## src/rtl/gbt_pkg.sv

```systemverilog
// ----------------------------------------------------------------------------
// gbt_pkg
// Shared types and codes for the graph traversal engine: command and result
// beats, opcodes, status codes, and the controller/datapath interface.
// ----------------------------------------------------------------------------
package gbt_pkg;

    localparam logic [1:0] OP_ADD  = 2'd0;
    localparam logic [1:0] OP_BFS  = 2'd1;
    localparam logic [1:0] OP_DFS  = 2'd2;
    localparam logic [1:0] OP_NONE = 2'd3;

    localparam logic [1:0] ST_OK    = 2'd0;
    localparam logic [1:0] ST_RANGE = 2'd1;
    localparam logic [1:0] ST_FULL  = 2'd2;

    localparam int unsigned CFG_W = 7;
    localparam int unsigned VTX_W = 6;

    typedef struct packed {
        logic [1:0]       opcode;
        logic [VTX_W-1:0] first_vertex;
        logic [VTX_W-1:0] second_vertex;
    } cmd_t;

    typedef struct packed {
        logic [VTX_W-1:0] vertex;
        logic             last;
        logic [1:0]       status;
    } res_t;

    // commands from controller to datapath
    typedef struct packed {
        logic       load;
        logic       trav_init;
        logic       rd_head_b;
        logic       wr_a;
        logic       wr_b;
        logic       pop;
        logic       take_cur;
        logic       rd_edge_head;
        logic       scan;
        logic       finish;
        logic       emit_status;
        logic [1:0] status;
    } ctrl_t;

    // status from datapath to controller
    typedef struct packed {
        logic [1:0] op;
        logic       a_err;
        logic       b_err;
        logic       full;
        logic       wl_empty;
        logic       head_vld;
        logic       link_empty;
    } stat_t;

endpackage

```

## src/rtl/gbt_ctrl.sv

```systemverilog
// ----------------------------------------------------------------------------
// gbt_ctrl
// Sequencer for edge insertion and traversal; drives datapath commands.
// ----------------------------------------------------------------------------
module gbt_ctrl
    import gbt_pkg::*;
(
    input  logic  clk,
    input  logic  rst_n,
    input  logic  start,
    output logic  busy,
    input  stat_t sts,
    output ctrl_t ctl
);

    typedef enum logic [3:0] {
        S_IDLE, S_DECODE, S_ADD_WR_A, S_ADD_RD_B, S_ADD_WR_B,
        S_POP, S_CUR, S_HEAD, S_EDGE
    } state_t;

    state_t state_reg, state_next;

    // next state and commands
    always_comb
    begin
        state_next = state_reg;
        ctl        = '0;
        unique case (state_reg)
            S_IDLE:
            begin
                if (start)
                begin
                    ctl.load   = 1'b1;
                    state_next = S_DECODE;
                end
            end
            S_DECODE:
            begin
                priority if (sts.op == OP_NONE)
                    state_next = S_IDLE;
                else if (sts.op == OP_ADD)
                begin
                    if (sts.a_err || sts.b_err)
                    begin
                        ctl.emit_status = 1'b1;
                        ctl.status      = ST_RANGE;
                        state_next      = S_IDLE;
                    end
                    else if (sts.full)
                    begin
                        ctl.emit_status = 1'b1;
                        ctl.status      = ST_FULL;
                        state_next      = S_IDLE;
                    end
                    else
                        state_next = S_ADD_WR_A;
                end
                else if (sts.a_err)
                begin
                    ctl.emit_status = 1'b1;
                    ctl.status      = ST_RANGE;
                    state_next      = S_IDLE;
                end
                else
                begin
                    ctl.trav_init = 1'b1;
                    state_next    = S_POP;
                end
            end
            S_ADD_WR_A:
            begin
                ctl.wr_a   = 1'b1;
                state_next = S_ADD_RD_B;
            end
            S_ADD_RD_B:
            begin
                ctl.rd_head_b = 1'b1;
                state_next    = S_ADD_WR_B;
            end
            S_ADD_WR_B:
            begin
                ctl.wr_b        = 1'b1;
                ctl.emit_status = 1'b1;
                ctl.status      = ST_OK;
                state_next      = S_IDLE;
            end
            S_POP:
            begin
                if (sts.wl_empty)
                begin
                    ctl.finish = 1'b1;
                    state_next = S_IDLE;
                end
                else
                begin
                    ctl.pop    = 1'b1;
                    state_next = S_CUR;
                end
            end
            S_CUR:
            begin
                ctl.take_cur = 1'b1;
                state_next   = S_HEAD;
            end
            S_HEAD:
            begin
                if (sts.head_vld)
                begin
                    ctl.rd_edge_head = 1'b1;
                    state_next       = S_EDGE;
                end
                else
                    state_next = S_POP;
            end
            S_EDGE:
            begin
                ctl.scan = 1'b1;
                if (sts.link_empty)
                    state_next = S_POP;
            end
            default:
                state_next = S_IDLE;
        endcase
    end

    // state register
    always_ff @(posedge clk or negedge rst_n)
    begin
        if (!rst_n)
            state_reg <= S_IDLE;
        else
            state_reg <= state_next;
    end

    assign busy = (state_reg != S_IDLE);

    // checks
    a_load_idle: assert property (@(posedge clk) disable iff (!rst_n)
        ctl.load |=> state_reg == S_DECODE)
        else $error("load did not lead to decode");
    a_add_seq: assert property (@(posedge clk) disable iff (!rst_n)
        ctl.wr_a |=> ctl.rd_head_b ##1 ctl.wr_b)
        else $error("edge insert sequence broken");
    a_one_end: assert property (@(posedge clk) disable iff (!rst_n)
        !(ctl.finish && ctl.emit_status))
        else $error("two result sources in one cycle");

endmodule

```

## config.mk

```make
export PLATFORM = sky130hd
export DESIGN_NAME = gbt_ctrl
export DESIGN_NICKNAME = d
export VERILOG_FILES = /design/src/rtl/gbt_pkg.sv /design/src/rtl/gbt_ctrl.sv
export SDC_FILE = /design/constraint.sdc
export NUM_CORES = 1
export LEC_CHECK = 0
export BUFFER_PORTS_ARGS = -buffer_cell sky130_fd_sc_hd__buf_2
export CELL_PAD_IN_SITES_DETAIL_PLACEMENT = 0
export CELL_PAD_IN_SITES_GLOBAL_PLACEMENT = 1
export CORE_UTILIZATION = 30
export CTS_CLUSTER_SIZE = 40
export DETAILED_ROUTE_END_ITERATION = 7
export HOLD_SLACK_MARGIN = 0.02
export PLACE_DENSITY_LB_ADDON = 0.1
export SYNTH_ARGS = -nofsm -noshare
export SYNTH_HDL_FRONTEND = slang
export SYNTH_SLANG_ARGS = --single-unit
```

## constraint.sdc

```tcl
create_clock -name clk -period 2.1 [get_ports clk]
set_clock_uncertainty 0.15 [all_clocks]
set_input_delay 0.21 -clock clk [delete_from_list [all_inputs] [get_ports clk]]
set_output_delay 0.21 -clock clk [all_outputs]
set_load 0.05 [all_outputs]
```

==> results of run 1 <==
## worst max-delay path: stages, from the launching register on
cell and delay [ps]:
dfrtp_1 440, nor2_4 160, nand3b_4 110, a211o_1 300, o21bai_1 130, clkbuf_4 240
## metrics by stage
step           worst slack (ps)  setup TNS (ps)  hold WS, ps
6_report                    121               0         70.5
5_1_grt                    15.4               0         74.9
4_1_cts                    78.4               0         60.6
3_5_place_dp                345               0         -131
3_3_place_gp                363               0         -126
2_1_floorplan              -372            -810         -236
## how the worst min path moves through the flow
stage | start | to | slack (ps) | cells past startpoint
floorplan | rst_n | state_reg[0] | -240 | 0
global placement | rst_n | state_reg[2] | -130 | 1
detailed placement | rst_n | state_reg[0] | -130 | 1
CTS | sts[3] | state_reg[1] | 60 | 2
global route | sts[3] | state_reg[1] | 70 | 2
finish | sts[3] | state_reg[1] | 70 | 2
## cells in the final DEF (no fill, tap or decap), types with 2 or more instances in the layout
cell,Yosys,layout
dfrtp_1,4,4
nand2_1,5,5
o41a_1,2,2
nor2_1,8,8
nor4_1,2,2
clkbuf_4,0,4
inv_1,4,4
nor3_2,1,4
buf_2,0,23
buf_4,1,3
nand2b_1,2,2
nor3_1,7,4
## logic make-up (layout without fill, tap and decap cells)
group | count (synthesis) | count (layout) | share of synthesized area (%)
flip-flops | 4 | 4 | 22.6
AO/OA/AOI/OAI | 10 | 10 | 19.2
buffers and inverters | 8 | 35 | 12.7
XOR/XNOR | 2 | 2 | 3.96
AND/OR/NAND/NOR | 31 | 31 | 41.5
## power groups by stage
| stage | registers (mW) | clock network (mW) | logic, mW |
|---|---|---|---|
| after detailed placement | 0.157 | 0 | 0.629 |
| after global routing | 0.163 | 0.100 | 0.681 |
| final | 0.156 | 0.0952 | 0.634 |
| after floorplan | 0.114 | 0 | 0.585 |
| after CTS | 0.156 | 0.0997 | 0.633 |
| after global placement | 0.159 | 0 | 0.634 |
## layout make-up
type / count / area share (%)
clock buffers: 3 / 3.67
inverters: 4 / 2.45
multi-input cells: 43 / 49.2
flip-flops and latches: 4 / 16.3
well taps: 15 / 3.06
repair buffers: 28 / 25.3
## what timing repair did
action,CTS,global route
hold endpoints to repair,4,0
setup endpoints to repair,0,1
resized for setup,0,1
hold buffers,1,0
## routing by layer
layer,wire length [microns],GRT usage [%],part of all wire (%)
met1,519,19.6,48
met2,495,25.4,46
met3,59,3.33,5.5
met4,0,7.50,0
met5,0,0,0
==> key figures, run 1 <==
Setup path
  • Flop-to-flop setup slack: 550 ps
  • Critical path peak fanout: 6
  • Startpoint Class: flop
  • Worst r2r dst: state_reg[2]
  • CP endpoint: ctl[2]
  • Crit end category: output port
  • Worst Setup SP: state_reg[3]
  • Worst EP arrival: 1620 ps
  • Critical path type: reg -> out
  • Critical Path RT: 1740 ps
  • Reg2reg start: state_reg[2]
  • R2r worst-path depth: 5

Yosys
  • Number of flops mapped to enable cells by yosys: 0
  • Top cell type's share of synthesized area: 22.6%
  • Post-synth top cells: nor2_1, nor3_1, nand2_1
  • Post-Syn Nets: 66
  • Netlist cell types: 27
  • Seq/Total Area, Yosys: 22.6%
  • Post-Syn Instances: 55
  • Synth top area cells: dfrtp_1, nor3_1, buf_6, nor2_1, o41a_1
  • Syn. warnings: 0
  • Largest area contributor in the netlist: dfrtp_1
  • Cell with the most instances after synthesis: nor2_1
  • FF+latch count, synth: 4
  • Ys async rst share: 100%
  • Synthesized area per cell: 8.05 sq um
  • Area of the mapped netlist: 443 sq um
  • Top FF cell, synth: dfrtp_1

Timing
  • Final min period: 1980 ps
  • Part of the cycle the worst path needs: 94.3%
  • Max frequency: 505 MHz
  • Final setup viols: 0
  • Fin. Hold Viols: 0
  • Worst-Margin Slew: 350 ps
  • RSZ-0062 raised after global routing: false
  • Count of pins over their slew limit: 0
  • Slew HR: 76.7%

GRT
  • First-pass GRT wire length: 1700 microns
  • Largest net degree at the start of global routing: 10
  • Initial antenna violation count: 0
  • Vias in the first global route: 412
  • Global-route usage over all layers: 15.8%
  • Total grt overflow: 0

Floorplan
  • Core box area: 1330 sq um
  • Die Span Y: 40.4 microns
  • Die W: 40.4 microns
  • Top-level I/O count: 25
  • Initial core utilization: 33.2%
  • FP Rows: 13
  • Die ar.: 1630 sq um

Layout
  • Fin util: 46.0%
  • Reg area: 100 sq um
  • Filler cells: 148
  • Final Non-Filler Cells: 97
  • Max reg flops: 4
  • Ant diodes: 0
  • Area of the multi-input gates: 302 sq um
  • Cell area after layout: 613 sq um
  • Layout cells sized above 1: 47.6%
  • Area grow syn2layout: 38.4%
  • # nets final: 95

Routing
  • WL final: 1070 microns
  • Detail Route Antenna Nets: 0
  • Vias per cell: 5.08
  • Initial DRC Count: 6
  • DRT Pass-1 Iters: 4
  • Avg WL per Cell: 11.1 microns
  • Vias: 493
  • DRC: 0

Clock network
  • Clock Path Buffers: 2
  • Clk sink count: 4
  • CTS tree: yes
  • CTS H-tree lvls: 1
  • Clk_lat worst skew: 240 ps
  • Clock Pin Slew Worst Setup and Hold Paths: 40 ps
  • Post-CTS Setup Bufs: 0
  • CTS Buf Count: 3
  • CTS root buffer: clkbuf_4

Hold path
  • Hold Path Class: in -> reg

Pwr
  • Total chip power: 886 uW
  • Combinational cell fraction of total power: 71.6%
  • PwrDens: 1440 nW/um^2
  • Clock power share: 10.7%
  • Pleak: 0.329 nW
  • Seq pwr share: 17.6%
  • VDD IR max: 0.668 mV
  • Net Sw Frac: 57.9%
  • NetSw: 512 uW
  • Power Internal: 373 uW

Place
  • Routability cong.: 0.709
  • I/O Buffers: 24
  • Placed Area: 578 sq um
  • Cells after DPL: 93
  • Detailed Place HPWL: 892 microns

Job
  • Maxcap violations: 0

Status
  • Outcome: completed
(Power assumes the default switching activity.)
==> run 2: changes to the inputs <==
--- a/config.mk
+++ b/config.mk
@@ -12,7 +12,7 @@
 export CTS_CLUSTER_SIZE = 40
 export DETAILED_ROUTE_END_ITERATION = 7
 export HOLD_SLACK_MARGIN = 0.02
-export PLACE_DENSITY_LB_ADDON = 0.1
+export PLACE_DENSITY = 0.83
 export SYNTH_ARGS = -nofsm -noshare
 export SYNTH_HDL_FRONTEND = slang
 export SYNTH_SLANG_ARGS = --single-unit
==> run 2 against run 1 <==
Register-to-register slack got worse by 60 ps. Design area rose by 0.41%. Sequential power barely moved. Largest cell class unchanged. First-iteration DRC count rose by 100%. Clock power rose by 1%. Critical path type unchanged. Highest routed layer unchanged. Via count did not move.
==> key figures, run 2 (synthesis gave the netlist of run 1 again) <==
Layout
  • Max reg flops: 4
  • Area of the multi-input gates: 302 sq um
  • # nets final: 95
  • Area grow syn2layout: 39.0%
  • Ant diodes: 0
  • Cell area after layout: 616 sq um
  • Reg area: 103 sq um
  • Layout cells sized above 1: 50.0%
  • Most common cell after layout, fill and taps aside: buf_2
  • Fin util: 46.2%
  • Most frequent cells in the layout: buf_2, nor2_1, nand2_1
  • Filler cells: 154

Place
  • Routability cong.: 0.727
  • Placed Area: 571 sq um
  • Detailed Place HPWL: 845 microns
  • I/O Buffers: 24

Floorplan
  • Die W: 40.4 microns
  • Initial core utilization: 33.2%
  • Die Span Y: 40.4 microns
  • FP Rows: 13
  • Die ar.: 1630 sq um
  • Top-level I/O count: 25
  • Core box area: 1330 sq um

GRT
  • First-pass GRT wire length: 1830 microns
  • Initial antenna violation count: 0
  • Global-route usage over all layers: 17.7%
  • Total grt overflow: 0
  • Vias in the first global route: 421
  • Largest net degree at the start of global routing: 11

Setup path
  • Crit end category: output port
  • CP top delay family: compound AO/OA/AOI/OAI gates
  • Stages on the worst setup path: 5
  • Worst EP arrival: 1590 ps
  • Worst path bufs/invs: 1
  • Crit-path cells: nor2_4 > nand3b_4 > a211o_1 > o21bai_1 > buf_4
  • Worst r2r dst: state_reg[0]
  • Worst Setup SP: state_reg[2]
  • CP endpoint: ctl[2]
  • Crit path largest cell delay: 430 ps
  • Critical Path RT: 1740 ps
  • Critical path peak fanout: 4
  • Reg2reg start: state_reg[3]
  • Flop-to-flop setup slack: 490 ps
  • R2r worst-path depth: 4
  • Startpoint Class: flop
  • CP max stage cell: dfrtp_2
  • Critical path type: reg -> out

Job
  • Maxcap violations: 0

Routing
  • Detail Route Antenna Nets: 0
  • Vias: 493
  • Avg WL per Cell: 10.6 microns
  • DRT Pass-1 Iters: 4
  • DRC: 0
  • Initial DRC Count: 12
  • WL final: 1030 microns
  • Vias per cell: 5.08

Pwr
  • Pleak: 0.326 nW
  • Total chip power: 892 uW
  • VDD IR max: 0.573 mV
  • PwrDens: 1450 nW/um^2

Clock network
  • Clk_lat worst skew: 240 ps
  • Clock Path Buffers: 2
  • Clk sink count: 4
  • CTS root buffer: clkbuf_4
  • CTS tree: yes
  • CTS Buf Count: 3
  • CTS H-tree lvls: 1
  • Clock Pin Slew Worst Setup and Hold Paths: 40 ps

Timing
  • Worst-Margin Slew: 266 ps
  • Final setup viols: 0
  • Slew HR: 82.1%
  • Fin. Hold Viols: 0
  • RSZ-0062 raised after global routing: false
  • Max frequency: 513 MHz
  • Count of pins over their slew limit: 0
  • Post-Route Setup TNS: 0 ps
  • Part of the cycle the worst path needs: 92.8%
  • Final min period: 1950 ps

Status
  • Outcome: completed

Hold path
  • Hold wc startpoint: sts[3]
  • Hold Path Class: in -> reg
==> run 2: through the flow <==
step | hold WS [ps] | cells | setup WS (ps)
finish | 60.6 | 97 | 151
global route | 75.0 | 97 | 16.3
CTS | 53.2 | 96 | 12.0
detailed placement | -133 | 92 | 232
global placement | -134 | 92 | 288
floorplan | -236 | 55 | -372
==> run 2: repair_timing <==
action | in CTS | in global routing
resized for setup | 1 | 2
hold buffers | 1 | 0
hold endpoints to repair | 4 | 0
pin swaps | 0 | 0
buffers inserted | 0 | 1
endpoints found under the setup margin | 1 | 2
==> run 2: metal layers <==
metal	up-vias	GRT usage [%]	routed length (microns)
met4	0	10.0	0
li1	253	-	-
met2	24	27.4	453
met1	216	20.3	471
met5	-	0	0
met3	0	7.22	103
==> run 2: worst min-delay path by stage <==
stage                               to  slack (ps)  cells past startpoint
after floorplan           state_reg[0]        -240                      0
after global placement    state_reg[0]        -130                      1
after detailed placement  state_reg[1]        -130                      1
after CTS                 state_reg[1]          50                      2
after global routing      state_reg[1]          80                      2
final                     state_reg[1]          60                      2
==> run 2: area by class of cell <==
| type | count | share of cell area [%] |
|---|---|---|
| repair buffers | 28 | 25.2 |
| inverters | 4 | 2.44 |
| clock buffers | 3 | 3.66 |
| multi-input cells | 43 | 49.0 |
| well taps | 15 | 3.05 |
| flip-flops and latches | 4 | 16.7 |
==> run 2: report_power, final <==
part / internal [mW] / total, mW / switching, mW
Clock: 0.0640 / 0.0962 / 0.0322
Combinational: 0.208 / 0.638 / 0.429
Sequential: 0.107 / 0.158 / 0.0513
Total: 0.379 / 0.892 / 0.513
